$ cat config.mk
export PLATFORM = sky130hd
export DESIGN_NAME = dst2d_ctrl
export DESIGN_NICKNAME = d
export VERILOG_FILES = /design/src/design/dst2d_pkg.sv /design/src/design/dst2d_ctrl.sv
export SDC_FILE = /design/constraint.sdc
export NUM_CORES = 1
export LEC_CHECK = 0
export ABC_AREA = 0
export ABC_CLOCK_PERIOD_IN_PS = 1300
export BUFFER_PORTS_ARGS = -buffer_cell sky130_fd_sc_hd__buf_2
export CAP_MARGIN = 20
export CORE_MARGIN = 3
export CORE_UTILIZATION = 27
export DETAILED_ROUTE_END_ITERATION = 7
export GPL_TIMING_DRIVEN = 0
export PLACE_DENSITY = 0.62
export SLEW_MARGIN = 20
export SYNTH_ARGS = -nofsm -noshare
export SYNTH_HDL_FRONTEND = slang
export SYNTH_SLANG_ARGS = --single-unit
$ cat constraint.sdc
create_clock -name clk -period 1.3 [get_ports clk]
set_input_delay 0.13 -clock clk [delete_from_list [all_inputs] [get_ports clk]]
set_output_delay 0.13 -clock clk [all_outputs]
set_load 0.01 [all_outputs]
$ cat src/design/dst2d_pkg.sv
// Shared types and constants for the 2D diffusion stencil unit.
// No dependencies; every other design file refers to this package by scoped names.
package dst2d_pkg;

	localparam int VALUE_BITS    = 16;
	localparam int DIM_BITS      = 8;
	localparam int DIM_MAX       = (1 << DIM_BITS) - 1;
	localparam int STEP_BITS     = 10;
	localparam int POS_BITS      = 2 * DIM_BITS;
	localparam int CFG_IDX_BITS  = 2;
	localparam int CFG_DATA_BITS = STEP_BITS;

	// five-cell sum plus rounding bias, and the reciprocal divide by five
	localparam int SUM_BITS    = VALUE_BITS + 3;
	localparam int DIVISOR     = 5;
	localparam int ROUND_BIAS  = 2;
	localparam int RECIP_SHIFT = 21;
	localparam int RECIP_MUL   = ((1 << RECIP_SHIFT) + DIVISOR - 1) / DIVISOR;
	localparam int RECIP_BITS  = 19;
	localparam int PROD_BITS   = SUM_BITS + RECIP_BITS;
	localparam int DIV_LAT     = 2;

	localparam logic REQ_LOAD = 1'b0;
	localparam logic REQ_READ = 1'b1;

	typedef enum logic [CFG_IDX_BITS-1:0] {
		CFG_GRID_WIDTH  = 2'd0,
		CFG_GRID_HEIGHT = 2'd1,
		CFG_STEP_COUNT  = 2'd2
	} cfg_idx_t;

	typedef enum logic [2:0] {
		NB_CENTER = 3'd0,
		NB_WEST   = 3'd1,
		NB_EAST   = 3'd2,
		NB_NORTH  = 3'd3,
		NB_SOUTH  = 3'd4
	} nb_t;

	typedef struct packed {
		logic                  req_type;
		logic [VALUE_BITS-1:0] cell_value;
	} in_word_t;

	typedef struct packed {
		logic [VALUE_BITS-1:0] result_value;
		logic                  last_cell;
	} out_word_t;

	typedef struct packed {
		logic cfg_we;
		logic pos_clr;
		logic load_we;
		logic read_en;
		logic comp_init;
		logic nb_rd;
		nb_t  nb_sel;
		logic div_start;
		logic cell_wr;
		logic step_next;
	} cmd_t;

	typedef struct packed {
		logic load_last;
		logic read_last;
		logic steps_zero;
		logic step_end;
		logic steps_done;
		logic div_done;
	} sts_t;

endpackage

$ cat src/design/dst2d_ctrl.sv
// Controller FSM: load and readout phases, and the per-cell stencil sequence.
// Depends on dst2d_pkg; drives dst2d_dp through cmd_t, watches sts_t.
module dst2d_ctrl (
	input  logic                                 clk,
	input  logic                                 arst_n,
	input  logic                                 start,
	input  logic                                 req_type,
	output logic                                 busy,
	input  logic                                 cfg_valid,
	output logic                                 cfg_ready,
	input  logic [dst2d_pkg::CFG_IDX_BITS-1:0]   cfg_index,
	input  dst2d_pkg::sts_t                      sts,
	output dst2d_pkg::cmd_t                      cmd
);

	typedef enum logic [2:0] {
		S_LOAD,
		S_READ,
		S_FETCH,
		S_SUM,
		S_DIV
	} state_t;

	state_t          state_q;
	dst2d_pkg::nb_t  nb_q;

	logic accept;
	logic cfg_we;
	logic cfg_hit;

	assign busy      = !(state_q == S_LOAD || state_q == S_READ);
	assign accept    = start && !busy;
	assign cfg_ready = !busy && !start;
	assign cfg_we    = cfg_valid && cfg_ready;
	assign cfg_hit   = cfg_we && (cfg_index == dst2d_pkg::CFG_GRID_WIDTH ||
		cfg_index == dst2d_pkg::CFG_GRID_HEIGHT || cfg_index == dst2d_pkg::CFG_STEP_COUNT);

	always_comb begin
		cmd        = '0;
		cmd.nb_sel = nb_q;
		cmd.cfg_we = cfg_we;
		cmd.pos_clr = cfg_hit;
		unique case (state_q)
			S_LOAD: begin
				if (accept && req_type == dst2d_pkg::REQ_LOAD) begin
					cmd.load_we = 1'b1;
					if (sts.load_last) begin
						cmd.pos_clr   = 1'b1;
						cmd.comp_init = 1'b1;
					end
				end
			end
			S_READ: begin
				if (accept && req_type == dst2d_pkg::REQ_READ) begin
					cmd.read_en = 1'b1;
					cmd.pos_clr = sts.read_last;
				end
			end
			S_FETCH: cmd.nb_rd = 1'b1;
			S_SUM:   cmd.div_start = 1'b1;
			S_DIV: begin
				if (sts.div_done) begin
					cmd.cell_wr   = 1'b1;
					cmd.step_next = sts.step_end && !sts.steps_done;
				end
			end
			default: ;
		endcase
	end

	always_ff @(posedge clk or negedge arst_n) begin
		if (!arst_n) begin
			state_q <= S_LOAD;
			nb_q    <= dst2d_pkg::NB_CENTER;
		end else begin
			unique case (state_q)
				S_LOAD: begin
					if (accept && req_type == dst2d_pkg::REQ_LOAD && sts.load_last) begin
						state_q <= sts.steps_zero ? S_READ : S_FETCH;
						nb_q    <= dst2d_pkg::NB_CENTER;
					end
				end
				S_READ: begin
					if (cfg_hit) begin
						state_q <= S_LOAD;
					end else if (accept && req_type == dst2d_pkg::REQ_READ && sts.read_last) begin
						state_q <= S_LOAD;
					end
				end
				S_FETCH: begin
					unique case (nb_q)
						dst2d_pkg::NB_CENTER: nb_q <= dst2d_pkg::NB_WEST;
						dst2d_pkg::NB_WEST:   nb_q <= dst2d_pkg::NB_EAST;
						dst2d_pkg::NB_EAST:   nb_q <= dst2d_pkg::NB_NORTH;
						dst2d_pkg::NB_NORTH:  nb_q <= dst2d_pkg::NB_SOUTH;
						default: begin
							nb_q    <= dst2d_pkg::NB_CENTER;
							state_q <= S_SUM;
						end
					endcase
				end
				S_SUM: state_q <= S_DIV;
				S_DIV: begin
					if (sts.div_done) begin
						state_q <= (sts.step_end && sts.steps_done) ? S_READ : S_FETCH;
					end
				end
				default: state_q <= S_LOAD;
			endcase
		end
	end

`ifndef ASSERT_OFF
	a_busy_from_load: assert property (@(posedge clk) disable iff (!arst_n)
		$rose(busy) |-> $past(cmd.load_we))
		else $error("compute pass started without a final load");
	a_cfg_quiet: assert property (@(posedge clk) disable iff (!arst_n)
		cfg_ready |-> !(cmd.nb_rd || cmd.div_start || cmd.cell_wr))
		else $error("config port open during compute");
	a_div_done_wait: assert property (@(posedge clk) disable iff (!arst_n)
		sts.div_done |-> state_q == S_DIV)
		else $error("divide result arrived outside the wait state");
`endif

endmodule

==> impl_results.md <==
- Die ar.: 2320 um^2
- Distinct cells, synth: 30
- H-tree depth: 1
- Worst slew pin tran: 0.246 ns
- Outcome: complete, but fails checks
- Synthesized flop and latch total: 6
- Layout cells sized above 1: 0.587
- Slew HR: 0.834
- Clk sinks: 6
- Final hold violation count: 0
- CP cell instances: buf_6, or3_4, nor3b_2, buf_2
- Hold Path End: state_q[2]
- Root buffer cell: clkbuf_4
- Max stage delay cell, worst path: dfrtp_1
- Clock group share of total power: 0.091
- Seq/Total Area, Yosys: 0.313
- Clock Pin Slew Worst Setup and Hold Paths: 0.04 ns
- Placer Congestion: 0.742
- Hold WC Path Type: input pin to register
- RSZ-0062 raised after global routing: yes
- HPWL Detailed: 983 um
- Final wirelength: 1360 um
- Clock period minus worst slack: 1.52 ns
- Flop pwr share: 0.198
- Dpl cells: 105
- Worst EP required: 1.17 ns
- Sequential cell area: 150 um^2
- Iter 0 DRT Violations: 13
- TritonRoute pass-1 iters: 2
- Switching power: 0.712 mW
- Placed cell area: 652 um^2
- Mean cell area of the mapped netlist: 8.74 um^2
- Area leader, netlist: dfrtp_1
- CORE AREA: 1590 um^2
- Initial Util: 0.301
- Final setup viols: 11
- Leak Pwr: 0.429 nW
- WL per Instance: 11.7 um
- Fin area: 811 um^2
- Failing checks: setup timing
- Setup CP Type: register to output pin
- Slowest stage delay, CP: 0.36 ns
- Int Pwr: 1.08 mW
- Grt ovf: 0
- Max-cap violation count: 0
- Synth area leaders: dfrtp_1 (31%), and3b_1 (5.5%), a32o_1 (4.2%), nor2_1 (3.9%), o2bb2ai_1 (3.6%)
- Die H: 48.2 um
- GRT Util Overall: 0.123
- Num CTS Buffers: 3
- Yosys Warn Count: 0
- Critical Path End Type: output pin
- Antenna violations before repair: 0
- # DRC: 0
- Switching portion of total power: 0.397
- Achievable Freq: 659 MHz
- PortBufs: 26
- # rows: 14
- Post-synth top flop: dfrtp_1
- Ports: 27
- Largest net degree at the start of global routing: 11
- Final ANT Viol Nets: 0
- Max rail drop VDD: 0.00122 V
- Final Total Pwr: 1.79 mW
- R2R Path End: state_q[0]
- Fillers: 166
- Startpoint Class: register
- Global-route wire length before repair: 1970 um
- Diodes inserted: 0
- Area of the multi-input gates: 347 um^2
- Synth Instances: 55
- Worst-path fanout max: 7
- Via density: 4.88
- CTS tree: yes
- Reg-to-Reg Start: state_q[2]
- Yosys top cell area share: 0.313
- Vias: 566
- P per Cell Area: 2210 nW/um^2
- Cell depth of the worst flop-to-flop path: 6
- Ys async rst share: 1.00
- Clock latency on the worst-skew pair: 0.24 ns
- Worst Path Arrival: 1.39 ns
- Clock Path Buffers: 2
- Vias in the first global route: 516
- Final worst-path setup slack: -0.218 ns
- Number of enable flip-flop cells after synthesis: 0
- Post-Route Skew: 0.00216 ns
- Hold path depth: 3
- Period Utilization, post-route: 1.17
- Area Growth Syn to Fin: 68.8%
- Total Nets Final: 107
- Non-filler cells, final: 116
- Place WS: -0.0822 ns
- Hold Path Origin: sts[0]
- Mapped Area: 480 um^2
- Worst reg-to-reg setup slack: -0.05 ns
- Syn Nets: 68
- DIE WIDTH: 48.2 um
- Comb pwr share: 0.711
- TNS Setup: -1.22 ns
- Slew Limit Fails: 0
[how the worst max path moves through the flow]
stage / start / end / slack (ns)
floorplan: state_q[0] / state_q[0] / -0.03
global placement: state_q[0] / state_q[0] / -0.09
detailed placement: state_q[0] / state_q[0] / -0.08
CTS: state_q[0] / cmd[7] / -0.25
global route: state_q[2] / cmd[10] / -0.32
finish: state_q[0] / cmd[9] / -0.22
[cells by family after synthesis]
kind of cell	after synthesis	share of synthesized area
AOI/OAI and AO/OA	13	0.201
DFF	6	0.312
buffers and inverters	5	0.0677
and+or+nand+nor	29	0.375
muxes	2	0.0443
[repair_timing]
action | CTS | global route
setup buffers | 7 | 3
gates resized for setup | 12 | 8
pin swaps | 6 | 7
cloned | 0 | 0
endpoints found under the setup margin | 12 | 15
hold buffers | 1 | 0
hold endpoints to repair | 6 | 0
[worst max-delay path: cells and delay by family, from the launching register on]
kind,cells,cell delay (ns)
and+or+nand+nor,2,0.52
DFF,1,0.36
buffers and inverters,2,0.28
[metrics by stage]
| stage | hold slack (ns) | utilization |
|---|---|---|
| 2_1_floorplan | -0.166 | - |
| 3_3_place_gp | -0.0416 | 0.409 |
| 3_5_place_dp | -0.0426 | 0.409 |
| 4_1_cts | 0.203 | 0.484 |
| 5_1_grt | 0.215 | 0.509 |
| 6_report | 0.210 | 0.509 |
[power by group through the flow]
stage               Combinational [mW]  Clock, mW  Sequential, mW
detailed placement               0.936          0           0.354
floorplan                        0.662          0           0.362
global route                      1.39      0.189           0.372
global placement                 0.933          0           0.352
finish                            1.28      0.162           0.355
CTS                               1.16      0.171           0.355
[cells in the final DEF, fill, tap and decap left out, types with 3 or more instances in the layout]
cell      synthesis  layout
buf_2             2      24
buf_6             1       6
dfrtp_1           6       6
buf_4             1       6
and3b_1           3       3
nor2_1            5       3
clkbuf_4          0       3
[synthesized netlist by cell type (all sizes together), types with 2 or more instances]
| master | number |
|---|---|
| nor3 | 4 |
| dfrtp | 6 |
| a21o | 2 |
| and2 | 2 |
| nand3 | 3 |
| a32o | 2 |
| buf | 4 |
| o2bb2ai | 2 |
| o21ai | 3 |
| nor3b | 2 |
| nand2 | 2 |
| nor2 | 5 |
| and3b | 3 |
| nand2b | 2 |
| a21oi | 2 |
[cell type report]
type | instances | area share
flip-flops and latches | 6 | 0.185
well taps | 24 | 0.0370
inverters | 1 | 0.00463
multi-input cells | 44 | 0.427
repair buffers | 35 | 0.276
plain buffers | 3 | 0.0417
clock buffers | 3 | 0.0278
[layer usage]
metal	GRT usage	wire length (um)
met5	0	0
met2	0.221	618
met4	0.0806	25
met1	0.126	593
met3	0.0258	120
[state kept, by name (all words and copies together) (netlist names)]
register and count:
nb_q 3, state_q 3
No activity file was read; power rests on OpenSTA's default activity.
